===== config.mk =====
export PLATFORM = sky130hd
export DESIGN_NAME = packet_slot_pool_manager
export DESIGN_NICKNAME = d
export VERILOG_FILES = /design/src/rtl/pspm_pkg.sv /design/src/rtl/pspm_front.sv /design/src/rtl/pspm_queue.sv /design/src/rtl/pspm_back.sv /design/src/rtl/packet_slot_pool_manager.sv
export SDC_FILE = /design/constraint.sdc
export NUM_CORES = 2
export LEC_CHECK = 0
export BUFFER_PORTS_ARGS = -buffer_cell sky130_fd_sc_hd__buf_2
export CAP_MARGIN = 0
export CORE_AREA = 2 2 495 497
export DETAILED_ROUTE_END_ITERATION = 12
export DIE_AREA = 0 0 497 499
export HOLD_SLACK_MARGIN = 0.03
export PLACE_DENSITY = 0.66
export SETUP_SLACK_MARGIN = 0.15
export SLEW_MARGIN = 20
export SYNTH_ARGS = -nofsm -noshare
export SYNTH_HDL_FRONTEND = slang
export SYNTH_SLANG_ARGS = --single-unit

===== constraint.sdc =====
create_clock -name clk_i -period 11.8 [get_ports clk_i]
set_input_delay 1.77 -clock clk_i [delete_from_list [all_inputs] [get_ports clk_i]]
set_output_delay 1.77 -clock clk_i [all_outputs]
set_load 0.02 [all_outputs]

===== src/rtl/pspm_pkg.sv =====
// Shared types and constants for the packet slot pool manager.
package pspm_pkg;

  localparam int KIND_W = 3;
  localparam int SLOT_W = 6;
  localparam int AMT_W  = 12;
  localparam int FLD_W  = 12;
  localparam int USE_W  = 7;
  localparam int REF_W  = 8;
  localparam int STAT_W = 2;

  localparam logic [REF_W-1:0] REF_MAX = {REF_W{1'b1}};

  localparam int QDEPTH = 2;
  localparam int QPTR_W = 1;
  localparam int QCNT_W = 2;

  localparam int S_TDATA_W = 24;
  localparam int S_TUSER_W = KIND_W;
  localparam int M_TDATA_W = 64;
  localparam int M_TUSER_W = STAT_W;

  typedef enum logic [KIND_W-1:0] {
    K_ALLOC  = 3'd0,
    K_REF    = 3'd1,
    K_FREE   = 3'd2,
    K_PUSH   = 3'd3,
    K_PULL   = 3'd4,
    K_APPEND = 3'd5,
    K_TRIM   = 3'd6,
    K_QUERY  = 3'd7
  } kind_e;

  typedef enum logic [STAT_W-1:0] {
    ST_OK        = 2'd0,
    ST_EXHAUSTED = 2'd1,
    ST_REJECTED  = 2'd2,
    ST_NOT_USED  = 2'd3
  } status_e;

  typedef enum logic {
    S_IDLE,
    S_EXEC
  } state_e;

  typedef struct packed {
    kind_e             kind;
    logic [SLOT_W-1:0] slot;
    logic [AMT_W-1:0]  amount;
    logic              in_range;
    logic              head_ok;
  } req_t;

  typedef struct packed {
    status_e           status;
    logic [SLOT_W-1:0] slot_index;
    logic [FLD_W-1:0]  data_offset;
    logic [FLD_W-1:0]  data_bytes;
    logic [FLD_W-1:0]  head_room;
    logic [FLD_W-1:0]  tail_room;
    logic              released;
    logic [USE_W-1:0]  slots_in_use;
  } res_t;

endpackage


===== src/rtl/pspm_front.sv =====
// Request front end: unpacks the input word and classifies it for the queue.
module pspm_front #(
  parameter int SLOT_COUNT   = 64,
  parameter int BUFFER_BYTES = 2048
) (
  input  logic                           s_valid_i,
  output logic                           s_ready_o,
  input  logic [pspm_pkg::S_TDATA_W-1:0] s_data_i,
  input  logic [pspm_pkg::S_TUSER_W-1:0] s_user_i,
  output logic                           q_valid_o,
  input  logic                           q_ready_i,
  output pspm_pkg::req_t                 q_data_o
);
  import pspm_pkg::*;

  localparam int DW = $clog2(BUFFER_BYTES + 1);
  localparam int CW = ((DW > AMT_W) ? DW : AMT_W) + 1;
  localparam int NW = $clog2(SLOT_COUNT + 1);
  localparam int XW = (NW > SLOT_W) ? NW : SLOT_W;

  logic [SLOT_W-1:0] slot;
  logic [AMT_W-1:0]  amount;

  assign slot   = s_data_i[SLOT_W-1:0];
  assign amount = s_data_i[SLOT_W +: AMT_W];

  always_comb begin
    q_data_o.kind     = kind_e'(s_user_i);
    q_data_o.slot     = slot;
    q_data_o.amount   = amount;
    q_data_o.in_range = XW'(slot) < XW'(SLOT_COUNT);
    q_data_o.head_ok  = CW'(amount) <= CW'(BUFFER_BYTES);
  end

  assign q_valid_o = s_valid_i;
  assign s_ready_o = q_ready_i;

endmodule


===== src/rtl/pspm_queue.sv =====
// Two-entry request queue between the front end and the slot engine.
module pspm_queue (
  input  logic           clk_i,
  input  logic           rst_ni,
  input  logic           push_valid_i,
  output logic           push_ready_o,
  input  pspm_pkg::req_t push_data_i,
  output logic           pop_valid_o,
  input  logic           pop_ready_i,
  output pspm_pkg::req_t pop_data_o
);
  import pspm_pkg::*;

  req_t              entry_q [QDEPTH];
  logic [QPTR_W-1:0] wr_ptr_q, wr_ptr_d;
  logic [QPTR_W-1:0] rd_ptr_q, rd_ptr_d;
  logic [QCNT_W-1:0] cnt_q, cnt_d;
  logic              push, pop;

  assign push_ready_o = cnt_q != QCNT_W'(QDEPTH);
  assign pop_valid_o  = cnt_q != '0;
  assign pop_data_o   = entry_q[rd_ptr_q];
  assign push         = push_valid_i && push_ready_o;
  assign pop          = pop_valid_o && pop_ready_i;

  always_comb begin
    wr_ptr_d = push ? wr_ptr_q + QPTR_W'(1) : wr_ptr_q;
    rd_ptr_d = pop ? rd_ptr_q + QPTR_W'(1) : rd_ptr_q;
    cnt_d    = cnt_q;
    if (push && !pop) begin
      cnt_d = cnt_q + QCNT_W'(1);
    end else if (pop && !push) begin
      cnt_d = cnt_q - QCNT_W'(1);
    end
  end

  always_ff @(posedge clk_i or negedge rst_ni) begin
    if (!rst_ni) begin
      wr_ptr_q <= '0;
      rd_ptr_q <= '0;
      cnt_q    <= '0;
    end else begin
      wr_ptr_q <= wr_ptr_d;
      rd_ptr_q <= rd_ptr_d;
      cnt_q    <= cnt_d;
    end
  end

  always_ff @(posedge clk_i) begin
    if (push) begin
      entry_q[wr_ptr_q] <= push_data_i;
    end
  end

endmodule


===== src/rtl/pspm_back.sv =====
// Slot engine: slot memory, used flags, first-free search and result register.
module pspm_back #(
  parameter int SLOT_COUNT   = 64,
  parameter int BUFFER_BYTES = 2048
) (
  input  logic           clk_i,
  input  logic           rst_ni,
  input  logic           q_valid_i,
  output logic           q_ready_o,
  input  pspm_pkg::req_t q_data_i,
  output logic           m_valid_o,
  input  logic           m_ready_i,
  output pspm_pkg::res_t m_data_o
);
  import pspm_pkg::*;

  localparam int DW    = $clog2(BUFFER_BYTES + 1);
  localparam int CW    = ((DW > AMT_W) ? DW : AMT_W) + 1;
  localparam int IDX_W = $clog2(SLOT_COUNT);
  localparam int XW    = (IDX_W > SLOT_W) ? IDX_W : SLOT_W;
  localparam int UW    = $clog2(SLOT_COUNT + 1);
  localparam int ENT_W = REF_W + 2 * DW;

  state_e            state_q, state_d;
  req_t              req_q;
  logic [ENT_W-1:0]  mem_q [SLOT_COUNT];
  logic [ENT_W-1:0]  rd_q;
  logic [SLOT_COUNT-1:0] used_q, used_d;
  logic [UW-1:0]     used_cnt_q, used_cnt_d;
  logic              out_valid_q, out_valid_d;
  res_t              out_q;

  logic              out_free, pop, fire;
  logic [IDX_W-1:0]  head_idx, req_idx, free_idx, wa;
  logic              have_free, hit;
  logic [REF_W-1:0]  rd_ref, new_ref;
  logic [CW-1:0]     start_c, len_c, amt_c, buf_c, sum_c, tail_c;
  logic [CW-1:0]     new_start, new_len, new_sum, new_tail, app_off;
  logic              upd, set_used, clr_used, zero_fields, app_sel;
  status_e           status;
  res_t              res;

  assign head_idx = IDX_W'(XW'(q_data_i.slot));
  assign req_idx  = IDX_W'(XW'(req_q.slot));

  assign rd_ref  = rd_q[ENT_W-1 -: REF_W];
  assign start_c = CW'(rd_q[2*DW-1 -: DW]);
  assign len_c   = CW'(rd_q[DW-1:0]);
  assign amt_c   = CW'(req_q.amount);
  assign buf_c   = CW'(BUFFER_BYTES);
  assign sum_c   = start_c + len_c;
  assign tail_c  = (sum_c > buf_c) ? '0 : buf_c - sum_c;
  assign hit     = req_q.in_range && used_q[req_idx];

  assign out_free = !out_valid_q || m_ready_i;

  always_comb begin
    free_idx  = '0;
    have_free = ~&used_q;
    for (int i = SLOT_COUNT - 1; i >= 0; i--) begin
      if (!used_q[i]) begin
        free_idx = IDX_W'(i);
      end
    end
  end

  always_comb begin
    state_d = state_q;
    unique case (state_q)
      S_IDLE: begin
        if (q_valid_i) begin
          state_d = S_EXEC;
        end
      end
      S_EXEC: begin
        if (out_free) begin
          state_d = S_IDLE;
        end
      end
      default: state_d = S_IDLE;
    endcase
  end

  always_comb begin
    q_ready_o = 1'b0;
    fire      = 1'b0;
    unique case (state_q)
      S_IDLE:  q_ready_o = 1'b1;
      S_EXEC:  fire = out_free;
      default: begin
        q_ready_o = 1'b0;
        fire      = 1'b0;
      end
    endcase
  end

  assign pop = q_valid_i && q_ready_o;

  always_comb begin
    new_start   = start_c;
    new_len     = len_c;
    new_ref     = rd_ref;
    status      = ST_OK;
    upd         = 1'b0;
    set_used    = 1'b0;
    clr_used    = 1'b0;
    zero_fields = 1'b0;
    app_sel     = 1'b0;
    wa          = req_idx;
    if (req_q.kind == K_ALLOC) begin
      wa = free_idx;
      if (!req_q.head_ok) begin
        status      = ST_REJECTED;
        zero_fields = 1'b1;
      end else if (!have_free) begin
        status      = ST_EXHAUSTED;
        zero_fields = 1'b1;
      end else begin
        set_used  = 1'b1;
        upd       = 1'b1;
        new_start = amt_c;
        new_len   = '0;
        new_ref   = REF_W'(1);
      end
    end else if (!hit) begin
      status      = ST_NOT_USED;
      zero_fields = 1'b1;
    end else begin
      unique case (req_q.kind)
        K_REF: begin
          upd = 1'b1;
          if (rd_ref != REF_MAX) begin
            new_ref = rd_ref + REF_W'(1);
          end
        end
        K_FREE: begin
          if (rd_ref > REF_W'(1)) begin
            upd     = 1'b1;
            new_ref = rd_ref - REF_W'(1);
          end else begin
            clr_used    = 1'b1;
            zero_fields = 1'b1;
          end
        end
        K_PUSH: begin
          if (amt_c > start_c) begin
            status = ST_REJECTED;
          end else begin
            upd       = 1'b1;
            new_start = start_c - amt_c;
            new_len   = len_c + amt_c;
          end
        end
        K_PULL: begin
          if (amt_c > len_c) begin
            status = ST_REJECTED;
          end else begin
            upd       = 1'b1;
            new_start = start_c + amt_c;
            new_len   = len_c - amt_c;
          end
        end
        K_APPEND: begin
          if (amt_c > tail_c) begin
            status = ST_REJECTED;
          end else begin
            upd     = 1'b1;
            app_sel = 1'b1;
            new_len = len_c + amt_c;
          end
        end
        K_TRIM: begin
          if (amt_c > len_c) begin
            status = ST_REJECTED;
          end else begin
            upd     = 1'b1;
            new_len = amt_c;
          end
        end
        default: begin
          upd = 1'b0;
        end
      endcase
    end
  end

  assign new_sum  = new_start + new_len;
  assign new_tail = (new_sum > buf_c) ? '0 : buf_c - new_sum;
  assign app_off  = sum_c;

  always_comb begin
    used_cnt_d = used_cnt_q;
    used_d     = used_q;
    if (fire && set_used) begin
      used_cnt_d     = used_cnt_q + UW'(1);
      used_d[wa]     = 1'b1;
    end else if (fire && clr_used) begin
      used_d[req_idx] = 1'b0;
      if (used_cnt_q != '0) begin
        used_cnt_d = used_cnt_q - UW'(1);
      end
    end
  end

  always_comb begin
    res              = '0;
    res.status       = status;
    res.released     = clr_used;
    res.slots_in_use = USE_W'(used_cnt_d);
    if (req_q.kind == K_ALLOC) begin
      res.slot_index = set_used ? SLOT_W'(free_idx) : '0;
    end else begin
      res.slot_index = req_q.slot;
    end
    if (!zero_fields) begin
      res.data_offset = FLD_W'(app_sel ? app_off : new_start);
      res.data_bytes  = FLD_W'(new_len);
      res.head_room   = FLD_W'(new_start);
      res.tail_room   = FLD_W'(new_tail);
    end
  end

  always_comb begin
    out_valid_d = out_valid_q;
    if (fire) begin
      out_valid_d = 1'b1;
    end else if (m_ready_i) begin
      out_valid_d = 1'b0;
    end
  end

  always_ff @(posedge clk_i or negedge rst_ni) begin
    if (!rst_ni) begin
      state_q     <= S_IDLE;
      used_q      <= '0;
      used_cnt_q  <= '0;
      out_valid_q <= 1'b0;
    end else begin
      state_q     <= state_d;
      used_q      <= used_d;
      used_cnt_q  <= used_cnt_d;
      out_valid_q <= out_valid_d;
    end
  end

  always_ff @(posedge clk_i) begin
    if (pop) begin
      req_q <= q_data_i;
      rd_q  <= mem_q[head_idx];
    end
    if (fire && upd) begin
      mem_q[wa] <= {new_ref, DW'(new_start), DW'(new_len)};
    end
    if (fire) begin
      out_q <= res;
    end
  end

  assign m_valid_o = out_valid_q;
  assign m_data_o  = out_q;

endmodule


===== src/rtl/packet_slot_pool_manager.sv =====
// Top level of the packet slot pool manager.
//
//   group   dir  tdata (low bit up)                                tuser
//   s_axis  in   slot[5:0] amount[17:6] zero[23:18]                kind[2:0]
//   m_axis  out  slot_index[5:0] data_offset[17:6] data_bytes[29:18]
//                head_room[41:30] tail_room[53:42] released[54]
//                slots_in_use[61:55] zero[63:62]                   status[1:0]
//
// In the slot engine each word first pops the queue and reads the slot memory,
// then updates the slot and loads the result register.
// Reset clears the used flags and count at once; no clearing pass is needed.
// A stalled result holds the engine; the two-entry queue keeps taking words until it is full.
module packet_slot_pool_manager #(
  parameter int SLOT_COUNT   = 64,
  parameter int BUFFER_BYTES = 2048
) (
  input  logic                           clk_i,
  input  logic                           rst_ni,
  input  logic                           s_axis_tvalid,
  output logic                           s_axis_tready,
  input  logic [pspm_pkg::S_TDATA_W-1:0] s_axis_tdata,  // slot, amount
  input  logic [pspm_pkg::S_TUSER_W-1:0] s_axis_tuser,  // kind
  output logic                           m_axis_tvalid,
  input  logic                           m_axis_tready,
  // slot_index, data_offset, data_bytes, head_room, tail_room, released, slots_in_use
  output logic [pspm_pkg::M_TDATA_W-1:0] m_axis_tdata,
  output logic [pspm_pkg::M_TUSER_W-1:0] m_axis_tuser   // status
);
  import pspm_pkg::*;

  logic fq_valid, fq_ready, bq_valid, bq_ready;
  req_t fq_data, bq_data;
  res_t res;

  pspm_front #(
    .SLOT_COUNT  (SLOT_COUNT),
    .BUFFER_BYTES(BUFFER_BYTES)
  ) u_front (
    .s_valid_i(s_axis_tvalid),
    .s_ready_o(s_axis_tready),
    .s_data_i (s_axis_tdata),
    .s_user_i (s_axis_tuser),
    .q_valid_o(fq_valid),
    .q_ready_i(fq_ready),
    .q_data_o (fq_data)
  );

  pspm_queue u_queue (
    .clk_i       (clk_i),
    .rst_ni      (rst_ni),
    .push_valid_i(fq_valid),
    .push_ready_o(fq_ready),
    .push_data_i (fq_data),
    .pop_valid_o (bq_valid),
    .pop_ready_i (bq_ready),
    .pop_data_o  (bq_data)
  );

  pspm_back #(
    .SLOT_COUNT  (SLOT_COUNT),
    .BUFFER_BYTES(BUFFER_BYTES)
  ) u_back (
    .clk_i    (clk_i),
    .rst_ni   (rst_ni),
    .q_valid_i(bq_valid),
    .q_ready_o(bq_ready),
    .q_data_i (bq_data),
    .m_valid_o(m_axis_tvalid),
    .m_ready_i(m_axis_tready),
    .m_data_o (res)
  );

  assign m_axis_tuser = res.status;
  assign m_axis_tdata = {2'b00, res.slots_in_use, res.released, res.tail_room,
                         res.head_room, res.data_bytes, res.data_offset, res.slot_index};

endmodule


==> results.sh <==
export IMPL_status="finished, final reports clean"
export IMPL_syn_area_per_cell_um2=12.2
export IMPL_die_height_um=499
export IMPL_area_delta_synth_final_pct=12.4
export IMPL_cts_resized=0
export IMPL_cts_buffers=215
export IMPL_htree_num_levels=4
export IMPL_ant_nets=0
export IMPL_final_cells=11300
export IMPL_vias_per_cell=5.86
export IMPL_place_congestion=0.925
export IMPL_fillers=21400
export IMPL_fin_worst_skew_ps=73.9
export IMPL_finalCritPeriodShare_pct=85.8
export IMPL_seq_area_um2=68300
export IMPL_slew_viol_final=0
export IMPL_drc=0
export IMPL_worstMarginPinSlew_ps=1190
export IMPL_grt_pass1_vias=62400
export IMPL_crit_buf_inv=2
export IMPL_wl_um=274000
export IMPL_worstSetupPathType="register to register"
export IMPL_cts_root_buf="clkbuf_16"
export IMPL_cts_tree="built"
export IMPL_setup_violations_final=0
export IMPL_crit_path_max_incr_delay_ps=900
export IMPL_grt_util_all_layers_pct=21.4
export IMPL_cts_setup_buffers=0
export IMPL_dieArea_um2=248000
export IMPL_clk_pin_slew_ps=60
export IMPL_netlist_instances=7924
export IMPL_final_cell_mix="2210 x edfxtp_1, 2206 x nand2_1, 1073 x nand3_1"
export IMPL_holdCritPathClass="register to register"
export IMPL_vias=66200
export IMPL_hold_viol_final=0
export IMPL_grt_pass1_wl_um=407000
export IMPL_fin_tns_setup_ps=0
export IMPL_powerDensity_nw_per_um2=292
export IMPL_dominantRegCellSynth="edfxtp_1"
export IMPL_maxCapViolCount=0
export IMPL_path_delay_family="compound AO/OA/AOI/OAI gates"
export IMPL_ys_types=85
export IMPL_fin_util_pct=44.8
export IMPL_required_ps=12450
export IMPL_nets=8034
export IMPL_firstDrtPassIters=6
export IMPL_arrival_ps=10770
export IMPL_ios=99
export IMPL_antenna_found_initial=11
export IMPL_cts_hold_fix_buffers=0
export IMPL_cp_end_kind="register"
export IMPL_drive_above_1_share_pct=9.30
export IMPL_clk_latency_ps=870
export IMPL_leakage_uw=0.0371
export IMPL_grt_overflow_total=0
export IMPL_grt_max_degree=156
export IMPL_ys_seq_area_share_pct=70.6
export IMPL_hpwl_um=156000
export IMPL_fmaxAchievable_ghz=0.0988
export IMPL_synth_warning_count=0
export IMPL_initial_core_util_pct=39.9
export IMPL_rsz0062_at_grt="false"
export IMPL_period_needed_ps=10120
export IMPL_core_um2=243000
export IMPL_cts_sinks=2287
export IMPL_synth_edf_count=2210
export IMPL_multi_input_area_um2=27100
export IMPL_die_x_um=497
export IMPL_dp_cells=10900
export IMPL_relSlewSlack_pct=20.4
export IMPL_peakVddDrop_v=0.000302
export IMPL_rows=181
export IMPL_synth_area_um2=96800
export IMPL_critPathMaxFanout=65
export IMPL_ys_ff_latch=2287
export IMPL_worst_path_max_delay_cell="o21ai_1"
export IMPL_routedWlPerCell_um=24.3
export IMPL_max_clock_path_buffers=3
export IMPL_start_kind="register"
export IMPL_synth_async_reset_ratio_pct=3.37
export IMPL_io_buffers=90
export IMPL_final_common_cell="edfxtp_1"
export IMPL_drtIter0Drc=8366
==> report_power, final <==
| part | internal (uW) | leakage, uW | switching (uW) | total [uW] |
|---|---|---|---|---|
| Combinational | 3290 | 0.0126 | 9550 | 12800 |
| Sequential | 11500 | 0.0211 | 434 | 12000 |
| Clock | 3890 | 0.00343 | 3070 | 6960 |
| Total | 18700 | 0.0371 | 13100 | 31800 |
==> synthesized netlist by cell type (17+ instances only) <==
library cell	count	area share [%]
buf_1	25	0.097
nand4_1	34	0.22
nor2_1	175	0.68
o211ai_1	17	0.13
xor2_1	22	0.20
clkbuf_1	469	1.8
nor4_1	19	0.12
dfrtp_1	77	2.0
nand3_1	1075	5.6
inv_1	76	0.29
o21ai_0	219	1.1
nand2b_1	34	0.22
nand2_1	2212	8.6
a21oi_1	154	0.80
a21o_1	32	0.25
a31oi_1	53	0.34
nor2b_1	25	0.16
and3_1	138	0.89
a311oi_1	354	3.2
mux2_2	20	0.23
nor3_1	58	0.30
xnor2_1	37	0.33
ha_1	93	1.2
edfxtp_1	2210	69
==> metal layers <==
layer  vias up  share of wire (%)  global-route usage, %
met3       490                9.5                   4.20
met2      3334                 46                   33.5
li1      29300                  -                      -
met1     33100                 42                   30.5
met5         -              0.022                      0
met4         8                2.6                   6.11
==> final timing paths <==
kind | start | end | slack [ps] | depth (start not counted)
max in group asynchronous | rst_ni | u_back.used_q[1] | 10290 | 2
setup / recovery | u_back.rd_q[1] | u_back.m_data_o[10] | 1680 | 30
hold / removal | u_queue.cnt_q[1] | u_queue.cnt_q[1] | 530 | 1
min in group asynchronous | rst_ni | u_back.used_q[43] | 890 | 1
hold reg to reg | u_queue.cnt_q[1] | u_queue.cnt_q[1] | 530 | 1
setup reg to reg | u_back.rd_q[1] | u_back.m_data_o[10] | 1680 | 30
==> sequential cells by signal (all words and copies together) (netlist names) <==
register	cells
u_back.used_cnt_q	7
u_back.m_data_o	64
u_back.req_q	4
u_back.req_idx	6
u_back.amt_c	12
u_back.state_q	1
u_back.m_valid_o	1
u_queue.cnt_q	2
u_queue.entry_q	44
u_queue.rd_ptr_q	1
u_queue.wr_ptr_q	1
u_back.used_q	64
u_back.mem_q	2048
u_back.rd_q	32
==> final cells by class <==
class / count / share of cell area, %
clock buffers: 261 / 5.14
diodes: 5 / 0.0115
inverters: 79 / 0.292
clock inverters: 136 / 1.35
repair buffers: 266 / 1.84
flip-flops and latches: 2287 / 62.8
well taps: 3202 / 3.68
multi-input cells: 5055 / 24.9
==> logic make-up after synthesis <==
logic type      after synthesis  share of synthesized area [%]
compound gates             1001                           7.31
mux                          46                          0.622
fa+ha+maj                    99                           1.33
other cells                   1                        0.00387
simple gates               3848                           17.4
flops                      2287                           70.6
xor+xnor                     59                          0.534
buf+inv                     583                           2.29
==> per-stage QoR <==
step	power [uW]	setup WS (ps)	area (um^2)	hold slack (ps)
after detailed placement	24700	1900	102000	524
after CTS	31600	1860	109000	537
after global routing	33200	809	109000	544
after global placement	24500	1640	101000	495
after floorplan	19900	1750	96800	461
final	31800	1680	109000	535
(Power assumes the default switching activity.)
